==> src/rtl/triangle_pixel_coverage_shade_macros.svh <==
// assertion macros for the triangle pixel coverage and shade block
// used by the top level; expects i_clk and i_rst_n in scope
`ifndef TRIANGLE_PIXEL_COVERAGE_SHADE_MACROS_SVH
`define TRIANGLE_PIXEL_COVERAGE_SHADE_MACROS_SVH

// same-cycle implication, disabled during reset
`define TPCS_ASSERT_NOW(lbl, ante, cons) \
    lbl: assert property (@(posedge i_clk) disable iff (!i_rst_n) (ante) |-> (cons)) \
        else $error("tpcs assertion failed");

// next-cycle implication, disabled during reset
`define TPCS_ASSERT_NEXT(lbl, ante, cons) \
    lbl: assert property (@(posedge i_clk) disable iff (!i_rst_n) (ante) |=> (cons)) \
        else $error("tpcs assertion failed");

`endif

==> src/rtl/tpcs_pkg.sv <==
// shared widths, codes and pipeline payload types of the coverage and shade block
// no dependencies
package tpcs_pkg;

    localparam int CW    = 13;          // coordinate bits
    localparam int DW    = CW + 1;      // coordinate differences
    localparam int PW    = 2 * DW;      // edge partial products
    localparam int EW    = PW + 1;      // determinants
    localparam int SW    = EW + 2;      // third barycentric term before range check
    localparam int UW    = PW;          // covered edge values, unsigned
    localparam int ZW    = 16;          // depth Q2.14
    localparam int RWW   = 16;          // reciprocal w Q4.12
    localparam int CLW   = 8;           // color channel
    localparam int NCH   = 3;           // color channels
    localparam int NV    = 3;           // triangle vertices
    localparam int KW    = UW + RWW;    // perspective weight
    localparam int KSW   = KW + 2;      // weight sum
    localparam int MW    = KW + CLW;    // weighted color term
    localparam int NUMW  = KSW + CLW;   // weighted color sum
    localparam int ZPW   = UW + 1 + ZW; // weighted depth term
    localparam int NW    = ZPW + 2;     // weighted depth sum
    localparam int DSH   = 14;          // depth one in Q2.14
    localparam int DLW   = UW + DSH + 1;
    localparam int XW    = 11;          // echoed pixel position
    localparam int FW    = 12;          // frame size registers
    localparam int QW    = CLW;         // quotient bits

    localparam logic [FW-1:0]  FRAME_MAX   = 12'd2048;
    localparam logic [FW-1:0]  FRAME_W_RST = 12'd640;
    localparam logic [FW-1:0]  FRAME_H_RST = 12'd480;
    localparam logic [CLW-1:0] ALPHA_FULL  = 8'd255;

    localparam logic OP_LOAD  = 1'b0;
    localparam logic OP_SHADE = 1'b1;

    localparam logic CFG_FRAME_W = 1'b0;
    localparam logic CFG_FRAME_H = 1'b1;

    typedef struct packed {
        logic signed [CW-1:0] x;
        logic signed [CW-1:0] y;
        logic signed [ZW-1:0] z;
        logic [RWW-1:0]       rw;
        logic [NCH-1:0][CLW-1:0] c;
    } t_vtx;

    typedef t_vtx [NV-1:0] t_tri;

    typedef struct packed {
        logic signed [ZW-1:0] z;
        logic [RWW-1:0]       rw;
        logic [NCH-1:0][CLW-1:0] c;
    } t_attr;

    typedef t_attr [NV-1:0] t_attrs;

    // after coverage: edge weights of a pixel, wr set if it is covered
    typedef struct packed {
        logic               valid;
        logic               wr;
        logic [XW-1:0]      x;
        logic [XW-1:0]      y;
        logic [UW-1:0]      det;
        logic [NV-1:0][UW-1:0] e;
        t_attrs             attr;
    } t_edge;

    // divider input: numerators per channel over one weight sum
    typedef struct packed {
        logic               valid;
        logic               wr;
        logic [XW-1:0]      x;
        logic [XW-1:0]      y;
        logic [KSW-1:0]     ksum;
        logic [NCH-1:0][NUMW-1:0] num;
    } t_div;

    // finished pixel transaction
    typedef struct packed {
        logic               valid;
        logic               wr;
        logic [XW-1:0]      x;
        logic [XW-1:0]      y;
        logic [NCH-1:0][CLW-1:0] col;
    } t_pix;

endpackage

==> src/rtl/tpcs_setup.sv <==
// bounding box, edge determinants and coverage test, five register stages
// depends on tpcs_pkg
module tpcs_setup (
    input  logic                          i_clk,
    input  logic                          i_rst_n,
    input  logic                          i_adv,
    input  logic                          i_valid,
    input  logic                          i_op,
    input  logic signed [tpcs_pkg::CW-1:0] i_px,
    input  logic signed [tpcs_pkg::CW-1:0] i_py,
    input  tpcs_pkg::t_tri                i_tri,
    input  logic signed [tpcs_pkg::DW-1:0] i_lim_x,
    input  logic signed [tpcs_pkg::DW-1:0] i_lim_y,
    output tpcs_pkg::t_edge               o_edge
);

    // stage 1: captured transaction with triangle snapshot
    logic                            r1_v;
    logic                            r1_op;
    logic signed [tpcs_pkg::CW-1:0]  r1_px, r1_py;
    tpcs_pkg::t_tri                  r1_tri;

    logic signed [tpcs_pkg::DW-1:0]  n_dx1, n_dy1, n_dx2, n_dy2, n_qx, n_qy;
    logic                            n_inbox;
    tpcs_pkg::t_attrs                n_attr;

    // stage 2: products
    logic                            r2_v, r2_op, r2_inbox;
    logic [tpcs_pkg::XW-1:0]         r2_x, r2_y;
    logic signed [tpcs_pkg::PW-1:0]  r2_a, r2_b, r2_c, r2_d, r2_e, r2_f;
    tpcs_pkg::t_attrs                r2_attr;

    // stage 3: raw determinants
    logic                            r3_v, r3_op, r3_inbox;
    logic [tpcs_pkg::XW-1:0]         r3_x, r3_y;
    logic signed [tpcs_pkg::EW-1:0]  r3_det, r3_e1, r3_e2;
    tpcs_pkg::t_attrs                r3_attr;

    // stage 4: sign normalized
    logic                            r4_v, r4_op, r4_inbox;
    logic [tpcs_pkg::XW-1:0]         r4_x, r4_y;
    logic signed [tpcs_pkg::EW-1:0]  r4_det, r4_e1, r4_e2;
    tpcs_pkg::t_attrs                r4_attr;

    logic                            n_neg;
    logic signed [tpcs_pkg::SW-1:0]  n_e0;
    logic                            n_cover;

    // stage 5
    tpcs_pkg::t_edge                 r5;

    always_comb begin
        n_dx1 = tpcs_pkg::DW'(r1_tri[1].x) - tpcs_pkg::DW'(r1_tri[0].x);
        n_dy1 = tpcs_pkg::DW'(r1_tri[1].y) - tpcs_pkg::DW'(r1_tri[0].y);
        n_dx2 = tpcs_pkg::DW'(r1_tri[2].x) - tpcs_pkg::DW'(r1_tri[0].x);
        n_dy2 = tpcs_pkg::DW'(r1_tri[2].y) - tpcs_pkg::DW'(r1_tri[0].y);
        n_qx  = tpcs_pkg::DW'(r1_px) - tpcs_pkg::DW'(r1_tri[0].x);
        n_qy  = tpcs_pkg::DW'(r1_py) - tpcs_pkg::DW'(r1_tri[0].y);
        // clamped box: at or above the origin and within the frame
        n_inbox = (r1_px >= 0) && (r1_py >= 0)
            && (tpcs_pkg::DW'(r1_px) <= i_lim_x) && (tpcs_pkg::DW'(r1_py) <= i_lim_y);
        // at or above the smallest vertex, at or below the largest one
        n_inbox = n_inbox
            && (r1_px >= r1_tri[0].x || r1_px >= r1_tri[1].x || r1_px >= r1_tri[2].x)
            && (r1_py >= r1_tri[0].y || r1_py >= r1_tri[1].y || r1_py >= r1_tri[2].y)
            && (r1_px <= r1_tri[0].x || r1_px <= r1_tri[1].x || r1_px <= r1_tri[2].x)
            && (r1_py <= r1_tri[0].y || r1_py <= r1_tri[1].y || r1_py <= r1_tri[2].y);
        for (int i = 0; i < tpcs_pkg::NV; i++) begin
            n_attr[i].z  = r1_tri[i].z;
            n_attr[i].rw = r1_tri[i].rw;
            n_attr[i].c  = r1_tri[i].c;
        end
    end

    always_comb begin
        n_neg   = r4_det < 0;
        n_e0    = tpcs_pkg::SW'(r4_det) - tpcs_pkg::SW'(r4_e1) - tpcs_pkg::SW'(r4_e2);
        n_cover = r4_inbox && (r4_det != 0) && (n_e0 >= 0) && (r4_e1 >= 0) && (r4_e2 >= 0);
    end

    always_ff @(posedge i_clk) begin
        if (!i_rst_n) begin
            r1_v     <= 1'b0;
            r2_v     <= 1'b0;
            r3_v     <= 1'b0;
            r4_v     <= 1'b0;
            r5.valid <= 1'b0;
        end else if (i_adv) begin
            r1_v     <= i_valid;
            r2_v     <= r1_v;
            r3_v     <= r2_v;
            r4_v     <= r3_v;
            r5.valid <= r4_v;
        end
    end

    always_ff @(posedge i_clk) begin
        if (i_adv) begin
            r1_op    <= i_op;
            r1_px    <= i_px;
            r1_py    <= i_py;
            r1_tri   <= i_tri;

            r2_op    <= r1_op;
            r2_inbox <= n_inbox;
            r2_x     <= r1_px[tpcs_pkg::XW-1:0];
            r2_y     <= r1_py[tpcs_pkg::XW-1:0];
            r2_a     <= n_dx1 * n_dy2;
            r2_b     <= n_dx2 * n_dy1;
            r2_c     <= n_qx * n_dy2;
            r2_d     <= n_dx2 * n_qy;
            r2_e     <= n_dx1 * n_qy;
            r2_f     <= n_qx * n_dy1;
            r2_attr  <= n_attr;

            r3_op    <= r2_op;
            r3_inbox <= r2_inbox;
            r3_x     <= r2_x;
            r3_y     <= r2_y;
            r3_det   <= tpcs_pkg::EW'(r2_a) - tpcs_pkg::EW'(r2_b);
            r3_e1    <= tpcs_pkg::EW'(r2_c) - tpcs_pkg::EW'(r2_d);
            r3_e2    <= tpcs_pkg::EW'(r2_e) - tpcs_pkg::EW'(r2_f);
            r3_attr  <= r2_attr;

            r4_op    <= r3_op;
            r4_inbox <= r3_inbox;
            r4_x     <= r3_x;
            r4_y     <= r3_y;
            r4_det   <= (r3_det < 0) ? -r3_det : r3_det;
            r4_e1    <= (r3_det < 0) ? -r3_e1  : r3_e1;
            r4_e2    <= (r3_det < 0) ? -r3_e2  : r3_e2;
            r4_attr  <= r3_attr;

            r5.wr    <= (r4_op == tpcs_pkg::OP_SHADE) && n_cover && !n_neg;
            r5.x     <= r4_x;
            r5.y     <= r4_y;
            r5.det   <= r4_det[tpcs_pkg::UW-1:0];
            r5.e[0]  <= n_e0[tpcs_pkg::UW-1:0];
            r5.e[1]  <= r4_e1[tpcs_pkg::UW-1:0];
            r5.e[2]  <= r4_e2[tpcs_pkg::UW-1:0];
            r5.attr  <= r4_attr;
        end
    end

    assign o_edge = r5;

endmodule

==> config.mk <==
export PLATFORM = sky130hd
export DESIGN_NAME = tpcs_setup
export DESIGN_NICKNAME = d
export VERILOG_FILES = /design/src/rtl/triangle_pixel_coverage_shade_macros.svh /design/src/rtl/tpcs_pkg.sv /design/src/rtl/tpcs_setup.sv
export SDC_FILE = /design/constraint.sdc
export NUM_CORES = 2
export LEC_CHECK = 0
export ABC_AREA = 1
export ABC_CLOCK_PERIOD_IN_PS = 6400
export BUFFER_PORTS_ARGS = -buffer_cell sky130_fd_sc_hd__buf_2
export CORE_MARGIN = 2
export CORE_UTILIZATION = 35
export CTS_CLUSTER_DIAMETER = 50
export DETAILED_ROUTE_END_ITERATION = 7
export GPL_TIMING_DRIVEN = 0
export RECOVER_POWER = 100
export REMOVE_ABC_BUFFERS = 1
export SLEW_MARGIN = 25
export SYNTH_ARGS = -nofsm -noshare
export SYNTH_HDL_FRONTEND = slang
export SYNTH_SLANG_ARGS = --single-unit
==> constraint.sdc <==
create_clock -name i_clk -period 6.4 [get_ports i_clk]
set_clock_uncertainty 0.1 [all_clocks]
set_input_delay 1.28 -clock i_clk [delete_from_list [all_inputs] [get_ports i_clk]]
set_output_delay 1.28 -clock i_clk [all_outputs]
set_load 0.01 [all_outputs]
==> impl_results.md <==
- Status: finished with violations
- Failing checks: capacitance limit, slew limit, setup timing
- CP required: approximately 7000 ps
- # clock sinks: 1499
- Fin. Hold Viols: 0
- Core area: 302000 um2
- Most frequent cells after synthesis: inv_1 (2009), nand2_1 (1523), edfxtp_1 (1494), fa_1 (1208), nor2_1 (978)
- CP Launch Type: flip-flop
- Min Hold Slack: approximately 270 ps
- Setup WS post-layout: -1140 ps
- ANT nets after route: 0
- Crit path DAT: 8110 ps
- DR vias: about 74000
- Longest Clk Path Bufs: 4
- Setup TNS: -94320 ps
- Slew headroom: -115%
- Fin crit period: about 7500 ps
- TritonCTS Buffers: 188
- Slowest CP cell: fa_1
- Clock-pin slew on the worst setup and hold paths: 60 ps
- Synth area leaders: edfxtp_1 (42%), fa_1 (23%), ha_1 (8.0%)
- DR vias/cell: between 4 and 5
- Width of the die: about 550 um
- Critical path capture point type: flip-flop
- Vias in the first global route: 72961
- Chip height: 554 um
- Total grt overflow: 0
- Nets: between 10000 and 15000
- Max Fclk: 0.133 GHz
- Final Setup Violations: 229
- H-tree levels: 4
- MaxCap Viol Count: 3
- Tcrit/Tclk final: 118%
- Primary FF master, synth: edfxtp_1
- Seq cells post-synth: roughly 1500
- Drt total wl: roughly 320 mm
- Yosys warns: 0
- Syn Area/Cell: 10.9 um2
- DR pass1 iterations: 8
- Non-Filler Instances: 15152
- Post-DP HPWL: 235 mm
- GRT Overall Usage: 20.4%
- Area Growth Syn to Fin: 25.6%
- Cells after Synth: approximately 9700
- Drt wl/cell: between 20 and 25 um
- Initial Util: 35.1%
- Critical path class: flip-flop to flip-flop
- Actual slew at the worst max-slew pin: between 3000 and 4000 ps
- Placed cells: between 10000 and 15000
- Drt drc: 0
- Cell variety after synth: 61
- Pins Over Slew Limit: 276
- Most common cell in the netlist: inv_1
- Hold Crit Class: flip-flop to flip-flop
- Crit path max fanout: 5
- Pin count of the biggest net entering global routing: 134
- Clk_lat worst skew: between 900 and 1000 ps
- Number of synthesized flops with an enable pin: ~1500
- Async set-or-reset flop fraction in the synthesized netlist: 0%
- Cell area after synthesis: 106000 um2
- Rows: 202
- Initial antenna violation count: 34
- Critical Path Max Stage Delay: between 500 and 600 ps
- CTS tree: done
- Top-area cell type share of the netlist area: 42.3%
- I/O Buffers: 608
- Cts hold-fix bufs: 0
- Ratio of cells with drive above 1 in the final layout: 23.7%
- Global-route wire length before repair: 466 mm
- Leading area contributor after synthesis: edfxtp_1
- Placer congestion estimate: 0.982
- Die area: 307000 um2
- Final Util: between 40% and 50%
- Crit-path most repeated cell: fa_1
- IO Pins: approximately 600
- Unrepaired setup endpoints after global routing: yes
- Seq/Total Area, Yosys: 42.4%
- Iter 0 DRT Violations: 7048
- CTS root buf: clkbuf_16
==> sequential cells by signal, summed over array words and instances, names as in the netlist, 78 cells and up <==
register and count:
r2_attr 168, r3_attr 168, r1_tri 78, r4_attr 168, o_edge 304, n_attr 168
==> cell type report <==
class	count	area (um2)
repair buffers	1229	9120
clock buffers	225	4910
multi-input cells	6033	59700
flip-flops and latches	1499	45000
well taps	3978	4980
diodes	17	42.5
clock inverters	115	1160
repair inverters	16	124
inverters	2040	8080
fillers	27786	169000
==> path summary, 6_finish.rpt <==
kind | endpoint | depth (start not counted) | startpoint | slack, ps
worst max-delay path | r2_b[23]$_DFFE_PP_ | 28 | r1_tri[69]$_DFFE_PP_ | -1140
worst min-delay path | r2_attr[51]$_DFFE_PP_ | 0 | n_attr[51]$_DFFE_PP_ | 270
worst max register to register | r2_b[23]$_DFFE_PP_ | 28 | r1_tri[69]$_DFFE_PP_ | -1140
worst min register to register | r2_attr[51]$_DFFE_PP_ | 0 | n_attr[51]$_DFFE_PP_ | 270
==> metal layers <==
metal	GRT usage, %	part of all wire [%]
met4	8.00	4.8
met1	27.8	41
met2	30.6	43
met5	0	0.060
met3	5.95	11
==> stage by stage <==
stage          cell area (um2)  setup WS, ps
6_report                133000         -1140
5_1_grt                 133000         -1300
4_1_cts                 129000          -886
3_5_place_dp            115000         -3410
3_3_place_gp            113000        -22330
2_1_floorplan           105000          -941
==> placed cells by master, fill, tap and decap left out, drive strengths merged, types with 13 or more instances in the layout <==
cell | synthesis | routed
edfxtp | 1494 | 1494
clkbuf | 99 | 272
clkinv | 12 | 68
a21o | 40 | 40
nor3 | 97 | 97
o21bai | 53 | 53
o21a | 13 | 13
fa | 1208 | 1208
diode | 0 | 17
xor2 | 241 | 241
nor2 | 979 | 979
nand2 | 1528 | 1534
ha | 680 | 680
nand3 | 201 | 201
or2 | 39 | 39
xnor2 | 152 | 152
a21oi | 380 | 380
buf | 74 | 1182
inv | 2028 | 2027
clkinvlp | 0 | 66
nor4 | 27 | 27
a31oi | 24 | 24
nand4 | 71 | 71
o21ai | 211 | 211
==> logic make-up (layout without fill, tap and decap cells) <==
logic type / Yosys count / in the layout / share of synthesized area [%]
AND/OR/NAND/NOR: 2959 / 2966 / 11.2
buffers and inverters: 2213 / 3625 / 7.92
adder cells (fa/ha/maj): 1888 / 1888 / 30.8
flip-flops: 1499 / 1499 / 42.4
AO/OA/AOI/OAI: 786 / 786 / 4.23
XOR/XNOR: 393 / 393 / 3.36
other: 0 / 17 / 0
==> what timing repair did <==
item / in CTS / in global routing
buffers inserted: 423 / 163
pin swaps: 375 / 358
setup endpoints to repair: 137 / 124
cloned: 20 / 3
gates resized for setup: 1195 / 536
==> critical path: cells and delay by family (launching register included) <==
kind	cells	cell delay, ps
compound gates	1	100
fa+ha+maj	9	3910
flops	1	500
simple gates	8	1340
buf+inv	8	850
xor+xnor	2	570
Power is not shown: default switching activity piles up to over one toggle a cycle in this logic, so the estimate is an artifact.
